==> src/sv/dmtt_pkg.sv <==
// ============================================================================
// dmtt_pkg: shared types and constants of the transposition table
// Field widths, command and bound codes, entry layout and the result record.
// ============================================================================
package dmtt_pkg;

  localparam int unsigned KEY_W    = 64;
  localparam int unsigned SCORE_W  = 18;
  localparam int unsigned DEPTH_W  = 8;
  localparam int unsigned SDEPTH_W = 7;
  localparam int unsigned AGE_W    = 7;
  localparam int unsigned PLY_W    = 7;
  localparam int unsigned KIND_W   = 2;
  localparam int unsigned MOVE_W   = 16;
  localparam int unsigned CMD_W    = 2;

  localparam int unsigned IN_TDATA_W  = 152;
  localparam int unsigned IN_TUSER_W  = 2;
  localparam int unsigned OUT_TDATA_W = 40;
  localparam int unsigned OUT_TUSER_W = 2;

  localparam logic [CMD_W-1:0] CMD_PROBE   = 2'd0;
  localparam logic [CMD_W-1:0] CMD_STORE   = 2'd1;
  localparam logic [CMD_W-1:0] CMD_ADVANCE = 2'd2;
  localparam logic [CMD_W-1:0] CMD_CLEAR   = 2'd3;

  localparam logic [KIND_W-1:0] KIND_EXACT = 2'd0;
  localparam logic [KIND_W-1:0] KIND_UPPER = 2'd1;
  localparam logic [KIND_W-1:0] KIND_LOWER = 2'd2;

  localparam logic signed [SCORE_W:0] MATE_EDGE   = 19'sd90000;
  localparam logic signed [SCORE_W:0] SCORE_LIMIT = 19'sd131071;

  typedef struct packed {
    logic [KEY_W-1:0]          key;
    logic signed [SCORE_W-1:0] score;
    logic [SDEPTH_W-1:0]       depth;
    logic [AGE_W-1:0]          age;
    logic [KIND_W-1:0]         kind;
    logic [MOVE_W-1:0]         move;
  } entry_t;

  typedef struct packed {
    logic [KEY_W-1:0]          position_key;
    logic signed [DEPTH_W-1:0] depth;
    logic signed [SCORE_W-1:0] alpha_bound;
    logic signed [SCORE_W-1:0] beta_bound;
    logic [PLY_W-1:0]          ply;
    logic signed [SCORE_W-1:0] score;
    logic [KIND_W-1:0]         bound_kind;
    logic [MOVE_W-1:0]         move;
  } req_t;

  typedef struct packed {
    logic                      key_matched;
    logic                      usable_hit;
    logic signed [SCORE_W-1:0] score_out;
    logic [MOVE_W-1:0]         stored_move;
  } result_t;

  typedef struct packed {
    logic   we;
    entry_t ent;
  } update_t;

endpackage

==> src/sv/dmtt_eval.sv <==
// ============================================================================
// dmtt_eval: probe and store evaluation of one table entry
// Compares the stored entry with the request, builds the probe result and
// the replacement entry for a store.
// ============================================================================
module dmtt_eval
  import dmtt_pkg::*;
(
  input  logic [CMD_W-1:0] cmd_i,
  input  req_t             req_i,
  input  entry_t           ent_i,
  input  logic [AGE_W-1:0] gen_i,
  output result_t          res_o,
  output update_t          upd_o
);

  logic                    key_hit;
  logic signed [DEPTH_W:0] ent_depth;
  logic signed [DEPTH_W:0] req_depth;
  logic signed [SCORE_W:0] ply_s;
  logic signed [SCORE_W:0] st_score;
  logic signed [SCORE_W:0] adj_score;
  logic signed [SCORE_W:0] alpha_s;
  logic signed [SCORE_W:0] beta_s;
  logic signed [SCORE_W:0] in_score;
  logic signed [SCORE_W:0] tab_score;
  logic signed [SCORE_W:0] sat_score;
  logic                    deep;
  logic                    cut;
  logic                    keep;

  assign key_hit   = (ent_i.key == req_i.position_key);
  assign ent_depth = {2'b00, ent_i.depth};
  assign req_depth = {req_i.depth[DEPTH_W-1], req_i.depth};
  assign ply_s     = {{(SCORE_W + 1 - PLY_W){1'b0}}, req_i.ply};
  assign st_score  = {ent_i.score[SCORE_W-1], ent_i.score};
  assign alpha_s   = {req_i.alpha_bound[SCORE_W-1], req_i.alpha_bound};
  assign beta_s    = {req_i.beta_bound[SCORE_W-1], req_i.beta_bound};
  assign in_score  = {req_i.score[SCORE_W-1], req_i.score};
  assign deep      = (ent_depth >= req_depth);
  assign keep      = key_hit && (ent_depth > req_depth) && (ent_i.age == gen_i);

  always_comb begin
    if (st_score >= MATE_EDGE) begin
      adj_score = st_score - ply_s;
    end else if (st_score <= -MATE_EDGE) begin
      adj_score = st_score + ply_s;
    end else begin
      adj_score = st_score;
    end
  end

  always_comb begin
    case (ent_i.kind)
      KIND_EXACT: cut = 1'b1;
      KIND_UPPER: cut = (adj_score <= alpha_s);
      KIND_LOWER: cut = (adj_score >= beta_s);
      default:    cut = 1'b0;
    endcase
  end

  always_comb begin
    if (in_score >= MATE_EDGE) begin
      tab_score = in_score + ply_s;
    end else if (in_score <= -MATE_EDGE) begin
      tab_score = in_score - ply_s;
    end else begin
      tab_score = in_score;
    end
    if (tab_score > SCORE_LIMIT) begin
      sat_score = SCORE_LIMIT;
    end else if (tab_score < -SCORE_LIMIT) begin
      sat_score = -SCORE_LIMIT;
    end else begin
      sat_score = tab_score;
    end
  end

  always_comb begin
    res_o = '0;
    if ((cmd_i == CMD_PROBE) && key_hit) begin
      res_o.key_matched = 1'b1;
      res_o.stored_move = ent_i.move;
      if (deep && cut) begin
        res_o.usable_hit = 1'b1;
        res_o.score_out  = adj_score[SCORE_W-1:0];
      end
    end
  end

  always_comb begin
    upd_o.we        = (cmd_i == CMD_STORE) && !keep;
    upd_o.ent.key   = req_i.position_key;
    upd_o.ent.score = sat_score[SCORE_W-1:0];
    upd_o.ent.depth = req_i.depth[DEPTH_W-1] ? '0 : req_i.depth[SDEPTH_W-1:0];
    upd_o.ent.age   = gen_i;
    upd_o.ent.kind  = req_i.bound_kind;
    upd_o.ent.move  = req_i.move;
  end

endmodule

==> config.mk <==
export PLATFORM = sky130hd
export DESIGN_NAME = dmtt_eval
export DESIGN_NICKNAME = d
export VERILOG_FILES = /design/src/sv/dmtt_pkg.sv /design/src/sv/dmtt_eval.sv
export SDC_FILE = /design/constraint.sdc
export NUM_CORES = 1
export LEC_CHECK = 0
export BUFFER_PORTS_ARGS = -buffer_cell sky130_fd_sc_hd__buf_2
export CORE_AREA = 2 2 167 169
export DETAILED_ROUTE_END_ITERATION = 16
export DIE_AREA = 0 0 169 171
export GPL_TIMING_DRIVEN = 0
export PLACE_DENSITY = 0.51
export SLEW_MARGIN = 25
export SYNTH_ARGS = -nofsm -noshare
export SYNTH_HDL_FRONTEND = slang
export SYNTH_SLANG_ARGS = --single-unit
==> constraint.sdc <==
create_clock -name vclk -period 16.4
set_clock_uncertainty 0.05 [all_clocks]
set_input_delay 1.64 -clock vclk [all_inputs]
set_output_delay 1.64 -clock vclk [all_outputs]
set_load 0.02 [all_outputs]
; ---- Yosys cells after proc, flatten, opt, wreduce, memory -nomap -nowiden
; Cells that the tools add are included.
[word_totals]
output_inout_bits = 151
elab_cells = 37
memories = 0
ramBits = 0
latchBits = 0
reg_bits = 0
rom_bits = 0
[op_classes]
shift = 0
eq_ne = 5
bitwise_logic = 0
n_lt_le_gt_ge = 10
div = 0
n_reduce_logical = 8
muxes = 10
multipliers = 0
add_sub_neg = 4
[ops]
columns = cell, n
row1 = 2-to-1 mux 19 bit, 5
row2 = equality test 64 bit, 1
row3 = adder 18 x 8 -> 19 bit, 2
row4 = subtractor 18 x 8 -> 19 bit, 2
row5 = "greater-or-equal comparator 18 bit, second input constant", 2
row6 = "<= comparator 18 bit, second input constant", 2
row7 = 2-to-1 mux 18 bit, 2
row8 = 2-to-1 mux 36 bit, 1
row9 = greater-or-equal comparator 19 x 18 -> 1 bit, 1
row10 = "greater-than comparator 19 x 18 -> 1 bit, second input constant", 1
row11 = <= comparator 19 x 18 -> 1 bit, 1
row12 = "less-than comparator 19 x 18 -> 1 bit, second input constant", 1
row13 = greater-or-equal comparator 8 bit, 1
row14 = greater-than comparator 8 bit, 1
row15 = equality test 7 bit, 1
row16 = 2-to-1 mux 7 bit, 1
row17 = logical AND 1 bit, 5
row18 = "equality test 2 x 1 -> 1 bit, second input constant", 2
row19 = zero test 2 bit, 2
row20 = one-hot mux 1 bit (3 select lines), 1
row21 = "equality test 2 bit, second input constant", 1
row22 = zero test 1 bit, 1

; ---- Logic depth before layout (Yosys ltp)
[logic_depth]
depth_word = 8
depth_mapped = 24

; ---- Worst setup path before layout
; Ideal clock, no wire load.
[synth_path]
path_type = input to output
from = input ent_i[32] in the netlist's numbering
to = output res_o[19] in the netlist's numbering
arrival_time_ns = 6.064
cell_stages = 24
required_time_ns = 14.710
n_path_buf = 2
slack_ns = 8.646
cell_sequence = inv_1 ha_1 inv_1 fa_1 a21o_1 a21oi_1 o21bai_1 a21oi_1 o211ai_1 o41ai_1 nand2_1 xnor2_1 ha_1 a21o_1 a21o_1 a21oi_1 o21ai_0 a21o_1 a221o_1 o31ai_1 a41o_1 clkbuf_1 clkbuf_1 a211oi_1
[synth_rtl]
columns = element, line_no
row1 = start: declaration, dmtt_eval.sv:11  ; input entry_t ent_i,
row2 = end: declaration, dmtt_eval.sv:13  ; output result_t res_o,

==> results_dict.tcl <==
set metrics [dict create \
    grt_pass1_vias 6522 \
    fin_ws_ns 6.81 \
    synth_nets 1110 \
    gp_congestion 0.874 \
    min_to "upd_o[16]" \
    power_mw 0.221 \
    wl_per_cell_um 17.7 \
    drive_gt1_share_pct 43.5 \
    post_cts_resized 0 \
    regArea_um2 0 \
    die_area_um2 28900 \
    boundaryPins 425 \
    synth_area_um2 5260 \
    startpoint_type "input port" \
    grt_overflow_total 0 \
    die_x_um 169 \
    dr.pass1.iters 5 \
    hold_violations 0 \
    post-route-drc-count 0 \
    ant_nets 0 \
    vias 6692 \
    cts_setup_buffers 0 \
    syn_avg_cell_area_um2 6.93 \
    place_area_um2 7690 \
    grt_pass1_wl_um 37900 \
    dp_cells 1504 \
    row_count 61 \
    clkbuf_count 0 \
    synth_cell_types 64 \
    max_freq_ghz 0.104 \
    yosys_warnings 0 \
    crit_start "ent_i[33]" \
    place_ws_ns 6.97 \
    worstMarginPinSlew_ns 0.882 \
    synth_area_leader_cell "ha_1" \
    grt_usage_pct 17.1 \
    hp-class "in -> out" \
    power.leakage_nw 4.25 \
    seq_cell_count 0 \
    outcome "complete, no violations" \
    period_share_pct 58.5 \
    fin_util_pct 28.2 \
    synth_cells 759 \
    worst_hold_slack_ns 3.45 \
    cap_violations 0 \
    critPathMaxFanout 10 \
    critPathMaxStageDelay_ns 0.78 \
    period_minus_slack_ns 9.59 \
    antenna_found_initial 7 \
    ys_seq_area_share_pct 0 \
    rsz0062_at_grt "false" \
    fin_cells 1505 \
    synthDominantCellAreaShare_pct 17.4 \
    critPathSlowestCell "nor4_1" \
    pwr_density_cell_nw_per_um2 28.7 \
    worstSetupPathType "in -> out" \
    fillers 3094 \
    timing.slew.headroom_pct 40.7 \
    vias_per_cell 4.45 \
    peakVddDrop_mv 0.0188 \
    dp_hpwl_um 24900 \
    portBuffers 399 \
    synth_area_leaders "ha_1 17%, buf_4 13%, xnor2_1 9.2%" \
    core_area_um2 27300 \
    setup_viol 0 \
    critPathRequiredTime_ns 14.71 \
    worst-endpoint-arrival_ns 7.90 \
    grt_max_degree 11 \
    drtIter0Drc 306 \
    multi_input_area_um2 4200 \
    routed_wl_um 26700 \
    start_util_pct 19.3 \
    final_cell_area_um2 7690 \
    hold_path.startpoint "req_i[16]" \
    setup_tns_ns 0 \
    hold_depth 2 \
    finalNetCount 1511 \
    cts_hold_buf 0 \
    endpoint_kind "primary output" \
    areaGrowthSynthToFinish_pct 46.2 \
    crit_chain "buf_2 > nor4_1 > o211ai_1 > a21oi_1 > o211a_1 > clkbuf_1 > o211ai_1 > o41ai_1 > nand2_1 > xnor2_1 > ha_1 > a21o_1 > a21o_1 > a21oi_1 > o21ai_0 > a21o_1 > a221o_1 > o31ai_1 > a41o_1 > clkbuf_1 > clkbuf_1 > a211oi_1 > buf_2" \
    die_y_um 171 \
    drv_slew 0 \
]
[final cells by class]
class	count	area share [%]
diodes	1	0.0325
well taps	346	5.63
inverters	73	3.56
repair buffers	399	26.0
multi-input cells	571	54.7
plain buffers	115	10.2
[synth_stat cells (all sizes together) (3+ instances only)]
master and n:
o21a 6, and2 18, o21ai 30, nor2 41
clkbuf 23, nand3b 4, inv 73, a21oi 33
a41o 3, nand2b 10, buf 92, nand4b 4
nand2 55, a21o 19, a211oi 7, o211ai 7
and3 3, xor2 36, o21bai 6, o31ai 5
xnor2 55, or4 5, a221o 3, a31oi 4
nor4 17, o221ai 3, nand4 23, or3 6
o22ai 7, nor3 19, a22oi 3, fa 4
nor2b 19, ha 73, nand3 12, o41ai 5
[placed cells by master, fill, tap and decap left out, types with 28 or more instances in the layout]
cell	Yosys	final
a21oi_1	33	33
buf_2	1	400
buf_4	89	89
ha_1	73	73
inv_1	73	73
nand2_1	54	54
nor2_1	40	40
o21ai_0	28	28
xnor2_1	55	55
xor2_1	36	36
[critical path: cells and delay by family]
kind | cells | cell delay, ns
buffers and inverters | 5 | 1.90
AO/OA/AOI/OAI | 14 | 2.73
AND/OR/NAND/NOR | 2 | 0.92
XOR/XNOR | 1 | 0.37
adder cells (fa/ha/maj) | 1 | 0.33
[report_power, final]
group          switching (mW)  internal (mW)
Combinational           0.123         0.0976
Clock                       0  0.00000000816
Sequential                  0              0
[per-layer routing]
layer,share of wire [%],track usage (%)
met1,38,18.8
met2,55,35.1
met3,5.5,2.45
met4,1.6,2.19
met5,0.21,0
[worst max path at each step]
stage	to	cells after the start
after floorplan	res_o[19]	24
after global placement	res_o[19]	26
after detailed placement	res_o[19]	26
after CTS	res_o[19]	26
after global routing	res_o[19]	24
final	res_o[19]	23
[cells by family after synthesis]
logic type                 after synthesis  synth area share [%]
AOI/OAI and AO/OA                      160                  21.2
xor gates and xnor gates                91                  15.2
muxes                                    1                 0.190
adders and majority gates               77                  18.9
buffers and inverters                  188                  20.1
and+or+nand+nor                        242                  24.5
(Power assumes the default switching activity.)
